### config.mk
export PLATFORM = sky130hd
export DESIGN_NAME = positional_insert_queue
export DESIGN_NICKNAME = d
export VERILOG_FILES = /design/src/hdl/piq_pkg.sv /design/src/hdl/piq_cell.sv /design/src/hdl/positional_insert_queue.sv
export SDC_FILE = /design/constraint.sdc
export NUM_CORES = 2
export LEC_CHECK = 0
export BUFFER_PORTS_ARGS = -buffer_cell sky130_fd_sc_hd__buf_2
export CORE_MARGIN = 2
export CORE_UTILIZATION = 57
export CTS_BUF_LIST = sky130_fd_sc_hd__clkbuf_16
export CTS_CLUSTER_DIAMETER = 30
export DETAILED_ROUTE_END_ITERATION = 10
export GPL_TIMING_DRIVEN = 0
export PLACE_DENSITY = 0.74
export RECOVER_POWER = 25
export SYNTH_ARGS = -nofsm -noshare
export SYNTH_HDL_FRONTEND = slang
export SYNTH_SLANG_ARGS = --single-unit
### constraint.sdc
create_clock -name clock -period 14.5 [get_ports clock]
set_input_delay 1.45 -clock clock [delete_from_list [all_inputs] [get_ports clock]]
set_output_delay 1.45 -clock clock [all_outputs]
set_load 0.1 [all_outputs]
### src/hdl/piq_pkg.sv
// Shared types and codes for the positional insert queue.
package piq_pkg;

   typedef struct packed {
      logic [15:0] name_tag;
      logic [7:0]  priority_req;
      logic [15:0] city_tag;
      logic [15:0] aid_needed;
   } rec_type;

   typedef struct packed {
      logic insert;
      logic pop;
   } cell_ctrl_type;

   localparam logic ACT_INSERT = 1'b0;
   localparam logic ACT_POP    = 1'b1;

   localparam logic [1:0] STATUS_DONE  = 2'd0;
   localparam logic [1:0] STATUS_FULL  = 2'd1;
   localparam logic [1:0] STATUS_EMPTY = 2'd2;

endpackage

### src/hdl/piq_cell.sv
// One queue cell: holds one record and shifts toward its neighbors.
module piq_cell #(
   parameter int INDEX = 0,
   parameter int POS_W = 9
) (
   input  logic                   clock,
   input  piq_pkg::cell_ctrl_type ctrl,
   input  logic [POS_W-1:0]       ins_pos,
   input  piq_pkg::rec_type       new_rec,
   input  piq_pkg::rec_type       left_rec,
   input  piq_pkg::rec_type       right_rec,
   output piq_pkg::rec_type       rec_out
);
   import piq_pkg::*;

   localparam logic [POS_W-1:0] MY_POS = POS_W'(INDEX);

   rec_type rec_ff;
   rec_type rec_in;

   always_comb begin
      rec_in = rec_ff;
      if (ctrl.insert) begin
         if (MY_POS == ins_pos) begin
            rec_in = new_rec;
         end else if (MY_POS > ins_pos) begin
            rec_in = left_rec;
         end
      end else if (ctrl.pop) begin
         rec_in = right_rec;
      end
   end

   always_ff @(posedge clock) begin
      rec_ff <= rec_in;
   end

   assign rec_out = rec_ff;

endmodule

### src/hdl/positional_insert_queue.sv
// Top level of the positional insert queue: a row of record cells and a fill counter.
//
//   channel | direction | handshake              | payload
//   req     | in        | req_valid / req_ready  | action, name, priority, city, aid
//   rsp     | out       | rsp_valid / rsp_ready  | status, popped record, occupancy
//
// One request per cycle when not stalled by rsp_ready: every cell compares its index
// with the insert position and shifts in the same cycle, and the result lands in the
// output register. The response appears in the cycle after acceptance.
// Reset clears the fill count and the output valid; cell contents are not reset.
// A stalled response holds; a new request is taken in the cycle it is taken out.
module positional_insert_queue #(
   parameter int QUEUE_DEPTH = 16
) (
   input  logic        clock,
   input  logic        reset,
   input  logic        req_valid,
   output logic        req_ready,
   input  logic        req_action,
   input  logic [15:0] req_name_tag,
   input  logic [7:0]  req_priority_req,
   input  logic [15:0] req_city_tag,
   input  logic [15:0] req_aid_needed,
   output logic        rsp_valid,
   input  logic        rsp_ready,
   output logic [1:0]  rsp_status,
   output logic [15:0] rsp_out_name_tag,
   output logic [7:0]  rsp_out_priority,
   output logic [15:0] rsp_out_city_tag,
   output logic [15:0] rsp_out_aid_needed,
   output logic [4:0]  rsp_occupancy
);
   import piq_pkg::*;

   localparam int CNT_W = $clog2(QUEUE_DEPTH + 1);
   localparam int POS_W = ((CNT_W > 8) ? CNT_W : 8) + 1;
   localparam logic [CNT_W-1:0] FULL_COUNT = CNT_W'(QUEUE_DEPTH);

   logic [CNT_W-1:0] count_ff, count_in;
   logic             rsp_valid_ff, rsp_valid_in;
   logic [1:0]       status_ff, status_in;
   rec_type          out_rec_ff, out_rec_in;
   logic [4:0]       occ_ff, occ_in;

   rec_type          cell_q [QUEUE_DEPTH];
   rec_type          new_rec;
   cell_ctrl_type    ctrl;
   logic             accept;
   logic             is_full, is_empty;
   logic [POS_W-1:0] want_pos, limit_pos, ins_pos;

   assign req_ready = !rsp_valid_ff || rsp_ready;
   assign accept    = req_valid && req_ready;
   assign is_full   = (count_ff == FULL_COUNT);
   assign is_empty  = (count_ff == '0);

   assign new_rec.name_tag     = req_name_tag;
   assign new_rec.priority_req = req_priority_req;
   assign new_rec.city_tag     = req_city_tag;
   assign new_rec.aid_needed   = req_aid_needed;

   always_comb begin
      want_pos  = (req_priority_req == 8'd0) ? POS_W'(2) : POS_W'(req_priority_req);
      limit_pos = POS_W'(count_ff) + POS_W'(1);
      ins_pos   = ((want_pos > limit_pos) ? limit_pos : want_pos) - POS_W'(1);
   end

   always_comb begin
      ctrl.insert  = accept && (req_action == ACT_INSERT) && !is_full;
      ctrl.pop     = accept && (req_action == ACT_POP) && !is_empty;
      count_in     = count_ff;
      rsp_valid_in = rsp_valid_ff;
      status_in    = status_ff;
      out_rec_in   = out_rec_ff;
      occ_in       = occ_ff;
      if (rsp_valid_ff && rsp_ready) begin
         rsp_valid_in = 1'b0;
      end
      if (ctrl.insert) begin
         count_in = count_ff + CNT_W'(1);
      end else if (ctrl.pop) begin
         count_in = count_ff - CNT_W'(1);
      end
      if (accept) begin
         rsp_valid_in = 1'b1;
         out_rec_in   = '0;
         occ_in       = 5'(count_in);
         if (req_action == ACT_INSERT) begin
            status_in = is_full ? STATUS_FULL : STATUS_DONE;
         end else if (is_empty) begin
            status_in = STATUS_EMPTY;
         end else begin
            status_in  = STATUS_DONE;
            out_rec_in = cell_q[0];
         end
      end
   end

   always_ff @(posedge clock) begin
      if (reset) begin
         count_ff     <= '0;
         rsp_valid_ff <= 1'b0;
      end else begin
         count_ff     <= count_in;
         rsp_valid_ff <= rsp_valid_in;
      end
   end

   always_ff @(posedge clock) begin
      status_ff  <= status_in;
      out_rec_ff <= out_rec_in;
      occ_ff     <= occ_in;
   end

   for (genvar i = 0; i < QUEUE_DEPTH; i++) begin : g_cell
      rec_type left_rec, right_rec;
      if (i == 0) begin : g_first
         assign left_rec = new_rec;
      end else begin : g_mid_left
         assign left_rec = cell_q[i-1];
      end
      if (i == QUEUE_DEPTH - 1) begin : g_last
         assign right_rec = cell_q[i];
      end else begin : g_mid_right
         assign right_rec = cell_q[i+1];
      end
      piq_cell #(
         .INDEX (i),
         .POS_W (POS_W)
      ) u_cell (
         .clock     (clock),
         .ctrl      (ctrl),
         .ins_pos   (ins_pos),
         .new_rec   (new_rec),
         .left_rec  (left_rec),
         .right_rec (right_rec),
         .rec_out   (cell_q[i])
      );
   end

   assign rsp_valid          = rsp_valid_ff;
   assign rsp_status         = status_ff;
   assign rsp_out_name_tag   = out_rec_ff.name_tag;
   assign rsp_out_priority   = out_rec_ff.priority_req;
   assign rsp_out_city_tag   = out_rec_ff.city_tag;
   assign rsp_out_aid_needed = out_rec_ff.aid_needed;
   assign rsp_occupancy      = occ_ff;

endmodule

# --- After elaboration in Yosys (flattened, before gate mapping) ---
# Cells that the tools add are included.
word_totals:
  reg_bits: 965
  input_bits: 61
  word_cells: 229
op_classes:
  addsub: 4
  n_lt_le_gt_ge: 17
  n_eq_ne: 31
  mux: 71
  n_bitwise: 1
  reduce_logical: 33
op_table:
  columns: ["cell", "n"]
  rows:
  - ["two-way mux 56 bit", 62]
  - ["== test 4 x 9 -> 1 bit (first input constant)", 8]
  - ["greater-than comparator 4 x 9 -> 1 bit (first input constant)", 8]
  - ["!= test 3 x 1 -> 1 bit (second input constant)", 15]
  - ["== test 3 x 9 -> 1 bit (first input constant)", 4]
  - ["greater-than comparator 3 x 9 -> 1 bit (first input constant)", 4]
  - ["AND reduction 2 bit", 16]
  - ["== test 2 x 9 -> 1 bit (first input constant)", 2]
  - ["greater-than comparator 1 x 9 -> 1 bit (first input constant)", 2]
  - ["greater-than comparator 2 x 9 -> 1 bit (first input constant)", 2]
  - ["two-way mux 8 bit", 2]
  - ["two-way mux 5 bit", 2]
  - ["== test 1 x 9 -> 1 bit (first input constant)", 1]
  - ["logical NOT 9 bit", 1]
  - ["subtractor 8 x 1 -> 9 bit (second input constant)", 1]
  - ["greater-than comparator 8 x 6 -> 1 bit", 1]
  - ["logical NOT 8 bit", 1]
  - ["adder 5 x 1 -> 6 bit (second input constant)", 1]
  - ["logical AND 1 bit", 6]
  - ["nonzero test 2 bit", 3]
  - ["adder 5 x 1 -> 5 bit (second input constant)", 1]
  - ["== test 5 bit (second input constant)", 1]
  - ["logical NOT 5 bit", 1]
  - ["subtractor 5 x 1 -> 5 bit (second input constant)", 1]
  - ["6 further kinds", 11]

# --- Longest topological paths before layout ---
logic_depth:
  ltp_word: 9
  depth_mapped: 22
  mapped_depth_nobuf: 19

# --- Cells and area by module ---
# From an unflattened synthesis, not the netlist that was laid out.
hier_totals:
  cells_unflattened: 5556
  area_unflattened_um2: 57945.6
modules_own_cells:
  columns: ["mod", "n_inst", "cells_per_inst", "area_per_inst_um2"]
  rows:
  - ["piq_cell at g_cell[11].u_cell", 1, 408, 3886.2]
  - ["piq_cell at g_cell[14].u_cell", 1, 398, 3704.8]
  - ["piq_cell at g_cell[8].u_cell", 1, 396, 3564.7]
  - ["piq_cell at g_cell[10].u_cell", 1, 390, 3549.7]
  - ["piq_cell at g_cell[12].u_cell", 1, 390, 3544.6]
  - ["piq_cell at g_cell[9].u_cell", 1, 391, 3542.1]
  - ["piq_cell at g_cell[0].u_cell", 1, 338, 3439.5]
  - ["piq_cell at g_cell[4].u_cell", 1, 339, 3298.2]
  - ["piq_cell at g_cell[6].u_cell", 1, 339, 3296.9]
  - ["piq_cell at g_cell[5].u_cell", 1, 339, 3295.7]
  - ["piq_cell at g_cell[13].u_cell", 1, 338, 3293.2]
  - ["piq_cell at g_cell[7].u_cell", 1, 338, 3284.4]
  - ["piq_cell at g_cell[15].u_cell", 1, 337, 3283.1]
  - ["positional_insert_queue", 1, 253, 3270.6]
  - ["+3 rows", null, null, null]

# --- Least setup slack after synthesis ---
# No wires, ideal clock.
synth_timing:
  kind: "input to register"
  start: "input req_priority_req[5]"
  end: "register g_cell[5].u_cell.rec_ff, in the netlist g_cell[5].u_cell.rec_out[0], enable pin"
  setup_ps: 624
  arrival_ps: 11046
  path_slack_ps: 2830
  cell_stages: 19
  cell_sequence: "clkbuf_1 > nor4_1 > a21oi_1 > inv_1 > ha_1 > nor2b_1 > o211a_1 > o21a_4 > o211ai_1 > ha_1 > clkbuf_1 > clkinv_1 > or3_1 > mux2i_1 > or2_2 > o21ai_1 > clkbuf_1 > clkbuf_1 > o41ai_1"
synth_via:
  elab_chain_len: 8
synth_rtl:
  columns: ["element", "line_no", "rtl"]
  rows:
  - ["from (decl)", "positional_insert_queue.sv:21", "input logic [7:0] req_priority_req,"]
  - ["logical NOT 8 bit", "positional_insert_queue.sv:63", "want_pos = (req_priority_req == 8'd0) ? POS_W'(2) : POS_W'(req_priority_req);"]
  - ["two-way mux 8 bit (*)", "positional_insert_queue.sv:63", null]
  - ["greater-than comparator 8 x 6 -> 1 bit", "positional_insert_queue.sv:65", "ins_pos = ((want_pos > limit_pos) ? limit_pos : want_pos) - POS_W'(1);"]
  - ["two-way mux 8 bit (*)", "positional_insert_queue.sv:65", null]
  - ["subtractor 8 x 1 -> 9 bit (*)", "positional_insert_queue.sv:65", null]
  - ["greater-than comparator 3 x 9 -> 1 bit or == test 3 x 9 -> 1 bit (tied branches)", "piq_cell.sv:26, piq_cell.sv:24", null]
  - ["!= test 3 x 1 -> 1 bit (no source line) (*)", null, null]
  - ["AND reduction 2 bit (no source line) (*)", null, null]
  - ["to (signal assigned)", "piq_cell.sv:35", "rec_ff <= rec_in;"]
  - ["to (decl)", "piq_cell.sv:18", "rec_type rec_ff;"]
# Mark *: on every way between the ends. The rest lies on a longest branch, timed or not.
# A chain may end at the register's enable or synchronous reset.

# --- Worst setup path after layout ---
layout_timing:
  start: "input req_priority_req[5]"
  end: "register g_cell[10].u_cell.rec_ff, in the netlist g_cell[10].u_cell.rec_out[37], enable pin"
layout_via:
  elab_chain_len: 8
layout_rtl:
  columns: ["element", "line_no"]
  rows:
  - ["logical NOT 8 bit", "positional_insert_queue.sv:63"]
  - ["two-way mux 8 bit (*)", "positional_insert_queue.sv:63"]
  - ["greater-than comparator 8 x 6 -> 1 bit", "positional_insert_queue.sv:65"]
  - ["two-way mux 8 bit (*)", "positional_insert_queue.sv:65"]
  - ["subtractor 8 x 1 -> 9 bit (*)", "positional_insert_queue.sv:65"]
  - ["greater-than comparator 4 x 9 -> 1 bit or == test 4 x 9 -> 1 bit (tied branches)", "piq_cell.sv:26, piq_cell.sv:24"]
  - ["!= test 3 x 1 -> 1 bit (no source line) (*)", null]
  - ["AND reduction 2 bit (no source line) (*)", null]
  - ["to (signal assigned)", "piq_cell.sv:35"]
  - ["to (decl)", "piq_cell.sv:18"]
# Marked as above.

==> flow_metrics.env <==
export IMPL_place_ws_ns=4.81
export IMPL_initial_utilization_pct=57.3
export IMPL_holdCritStartpoint="g_cell[1].u_cell.rec_out[30]"
export IMPL_min_period_ns=9.57
export IMPL_portBuffers=121
export IMPL_cp_num_buf_inv=9
export IMPL_crit_family="compound AO/OA/AOI/OAI gates"
export IMPL_cp_max_fo=11
export IMPL_dieArea_um2=89300
export IMPL_insertion_delay_ns=0.78
export IMPL_critPathKind="in2reg"
export IMPL_post_cts_resized=0
export IMPL_ys_types=69
export IMPL_r2r_end="g_cell[10].u_cell.rec_out[37]"
export IMPL_grt_pass1_wl_um=246000
export IMPL_async_flop_share_pct=0
export IMPL_synth_avg_cell_area_um2=11.2
export IMPL_hold_viol=0
export IMPL_critical_path_arrival_ns=10.09
export IMPL_grt_pass1_vias=39200
export IMPL_cp_common_cell="clkbuf_1"
export IMPL_setup_viol=0
export IMPL_netlist_top_cells_area="edfxtp_1 (58%), o211ai_1 (16%), nand2_1 (7.0%)"
export IMPL_fin_util_pct=67.8
export IMPL_rows=108
export IMPL_ios=126
export IMPL_hold_end="g_cell[0].u_cell.rec_out[30]"
export IMPL_via_count=41500
export IMPL_vias_per_cell=6.82
export IMPL_drive_gt1_share_pct=10.8
export IMPL_grt_ovfl_total=0
export IMPL_synthFlopType="edfxtp_1"
export IMPL_crit_path_end_kind="flop"
export IMPL_synthCells=4418
export IMPL_fp_dieW_um=299
export IMPL_fin_ws_ns=4.93
export IMPL_status="complete, but fails checks"
export IMPL_maxCapViolCount=3
export IMPL_synth_edf_count=959
export IMPL_die_h_um=299
export IMPL_cp_slowest_cell="nor4_1"
export IMPL_worst_hold_slack_ns=0.528
export IMPL_drt_initial_drc_count=6243
export IMPL_cp_required_ns=15.02
export IMPL_htree_levels=4
export IMPL_gp_congestion=1.01
export IMPL_violations="capacitance limit, slew limit"
export IMPL_grt_usage_pct=37.3
export IMPL_yosysSeqAreaShare_pct=58.3
export IMPL_clockBufferDepth=3
export IMPL_area_growth_pct=18.2
export IMPL_r2r_start="count_ff[0]"
export IMPL_syn_nets=4490
export IMPL_root_buffer="clkbuf_16"
export IMPL_tightest_slew_ns=1.73
export IMPL_clk_pin_slew_worst_paths_ns=0.05
export IMPL_core_um2=86500
export IMPL_drc_errors=0
export IMPL_irDropWorstVdd_uv=146
export IMPL_antenna_found_initial=11
export IMPL_ys_ff_latch=965
export IMPL_r2r_cells=22
export IMPL_slowest_delay_ns=0.98
export IMPL_hp_class="reg2reg"
export IMPL_finalPower_w=0.0103
export IMPL_hold_buffers=0
export IMPL_dp_hpwl_um=133000
export IMPL_fin_crit_sh_pct=66.0
export IMPL_p_leak_nw=19.3
export IMPL_drtAntennaViolNets=0
export IMPL_cts_buffers=198
export IMPL_regToRegSetupSlack_ns=6.06
export IMPL_max_slew_margin_rel_pct=-15.1
export IMPL_post_cts_buffers=0
export IMPL_clock_sinks=965
export IMPL_powerDensity_nw_per_um2=175
export IMPL_wl_per_cell_um=28.0
export IMPL_grt_start_max_net_pins=36
export IMPL_synth_top_area_share_pct=58.1
export IMPL_path_cells="clkbuf_1, nor4_1, a21oi_1, inv_1, ha_1, nor2b_1, o211a_1, o21a_1, o211ai_1, ha_1, clkbuf_1, clkinv_1, o2111ai_1, o22ai_1, a21boi_0, o21ai_0, clkbuf_1, clkbuf_1, o211ai_1, buf_6, buf_4, buf_4"
export IMPL_synth_top_cell_by_area="edfxtp_1"
export IMPL_wl_um=171000
export IMPL_whs_path_depth=2
export IMPL_max_freq_ghz=0.105
export IMPL_finalMaxSlewViolations=75
export IMPL_dr_pass1_iters=10
export IMPL_cts_tree="yes"
export IMPL_yosysWarningCount=0
export IMPL_fin_nets=4845
export IMPL_cp_start_kind="input port"
export IMPL_skew_ns=0.0248
export IMPL_syn_area_um2=49600
export IMPL_rsz0062_at_grt="false"
cell type report:
cell class	count	area, µm²
inverters	19	71.3
diodes	9	22.5
well taps	1155	1450
repair buffers	155	991
fillers	6515	27900
flip-flops and latches	965	28900
multi-input cells	2882	18400
plain buffers	552	2270
clock buffers	201	5030
clock inverters	155	1450
Yosys cell counts, types with 11 or more instances:
library cell	number
o211ai_1	1029
edfxtp_1	959
nand2_1	920
clkbuf_1	454
o311ai_0	250
o21ai_0	122
nor2_1	66
a21oi_1	63
a31oi_1	60
mux2i_1	60
and2_1	57
buf_2	56
mux2_1	40
o211ai_2	40
o311ai_1	32
buf_1	21
nand3_1	19
buf_6	18
inv_1	18
mux2_2	18
ha_1	11
nor3_1	11
layout by cell type, fill, tap and decap left out, types with 9 or more instances in the layout:
cell	synthesis	layout
ha_1	11	11
a21oi_1	63	61
mux2_2	18	18
mux2i_1	60	60
o21ai_0	122	117
and2_1	57	21
nand2_1	920	920
buf_12	0	12
o311ai_1	32	9
nand3_1	19	19
inv_6	0	10
o211ai_2	40	37
and2_0	0	36
a31oi_1	60	60
o211ai_1	1029	1032
nor3_1	11	11
bufinv_16	0	26
inv_1	18	50
o311ai_0	250	273
nor2_1	66	66
clkinvlp_4	0	12
clkbuf_1	454	532
diode_2	0	9
clkinv_1	1	33
buf_1	21	20
clkinv_2	0	36
buf_4	3	14
mux2_1	40	40
edfxtp_1	959	959
buf_6	18	19
clkbuf_16	0	201
buf_2	56	103
layer usage:
layer | track usage [%] | wire length (µm) | share of wire (%) | up-vias
li1 | - | - | - | 18300
met5 | 0 | 179 | 0.10 | -
met2 | 56.4 | 74800 | 44 | 3082
met3 | 10.0 | 24000 | 14 | 492
met1 | 50.5 | 64100 | 38 | 19700
met4 | 17.3 | 7710 | 4.5 | 6
tightest hold or removal path: cells and delay by family (launching register included):
kind             cells  cell delay, ns
flip-flops           1            0.33
AND/OR/NAND/NOR      2            0.10
through the flow:
step	TNS, ns	area (µm²)	std cells
4_1_cts	0	58700	6082
6_report	0	58600	6093
3_5_place_dp	0	52300	5726
5_1_grt	0	58600	6088
3_3_place_gp	-112.25	51600	5694
2_1_floorplan	0	49600	4418
logic make-up (layout without fill, tap and decap cells):
group                      count (synthesis)  in the layout  share of synthesized area [%]
xor gates and xnor gates                   8              8                          0.141
adders and majority gates                 11             11                          0.278
buffers and inverters                    571           1082                           4.76
DFF                                      965            965                           58.3
other                                      0              9                              0
muxes                                    119            119                           2.57
and+or+nand+nor                         1110           1110                           9.04
AOI/OAI and AO/OA                       1634           1634                           24.9
registers in the layout (all words and copies together) (netlist names):
name,cells
count_ff,5
rsp_occupancy,5
rsp_out_aid_needed,16
rsp_out_name_tag,16
rsp_status,2
rsp_out_city_tag,16
g_cell.u_cell.rec_out,896
rsp_out_priority,8
rsp_valid,1
report_power, final:
group / switching, W / total [W] / internal [W]
registers: 0.000216 / 0.00390 / 0.00368
logic: 0.00151 / 0.00199 / 0.000486
clock network: 0.00146 / 0.00439 / 0.00294
how the worst max path moves through the flow:
| stage | from | endpoint | slack [ns] | cells after the start |
|---|---|---|---|---|
| 2_1_floorplan | req_priority_req[5] | g_cell[5].u_cell.rec_out[0] | 2.83 | 19 |
| 3_3_place_gp | req_priority_req[5] | g_cell[5].u_cell.rec_out[42] | -1.44 | 19 |
| 3_5_place_dp | req_priority_req[5] | g_cell[0].u_cell.rec_out[42] | 4.81 | 20 |
| 4_1_cts | req_priority_req[5] | g_cell[0].u_cell.rec_out[54] | 5.56 | 20 |
| 5_1_grt | req_priority_req[5] | g_cell[9].u_cell.rec_out[41] | 4.88 | 19 |
| 6_report | req_priority_req[5] | g_cell[10].u_cell.rec_out[37] | 4.93 | 22 |
Power figures use the tool's default switching activity.
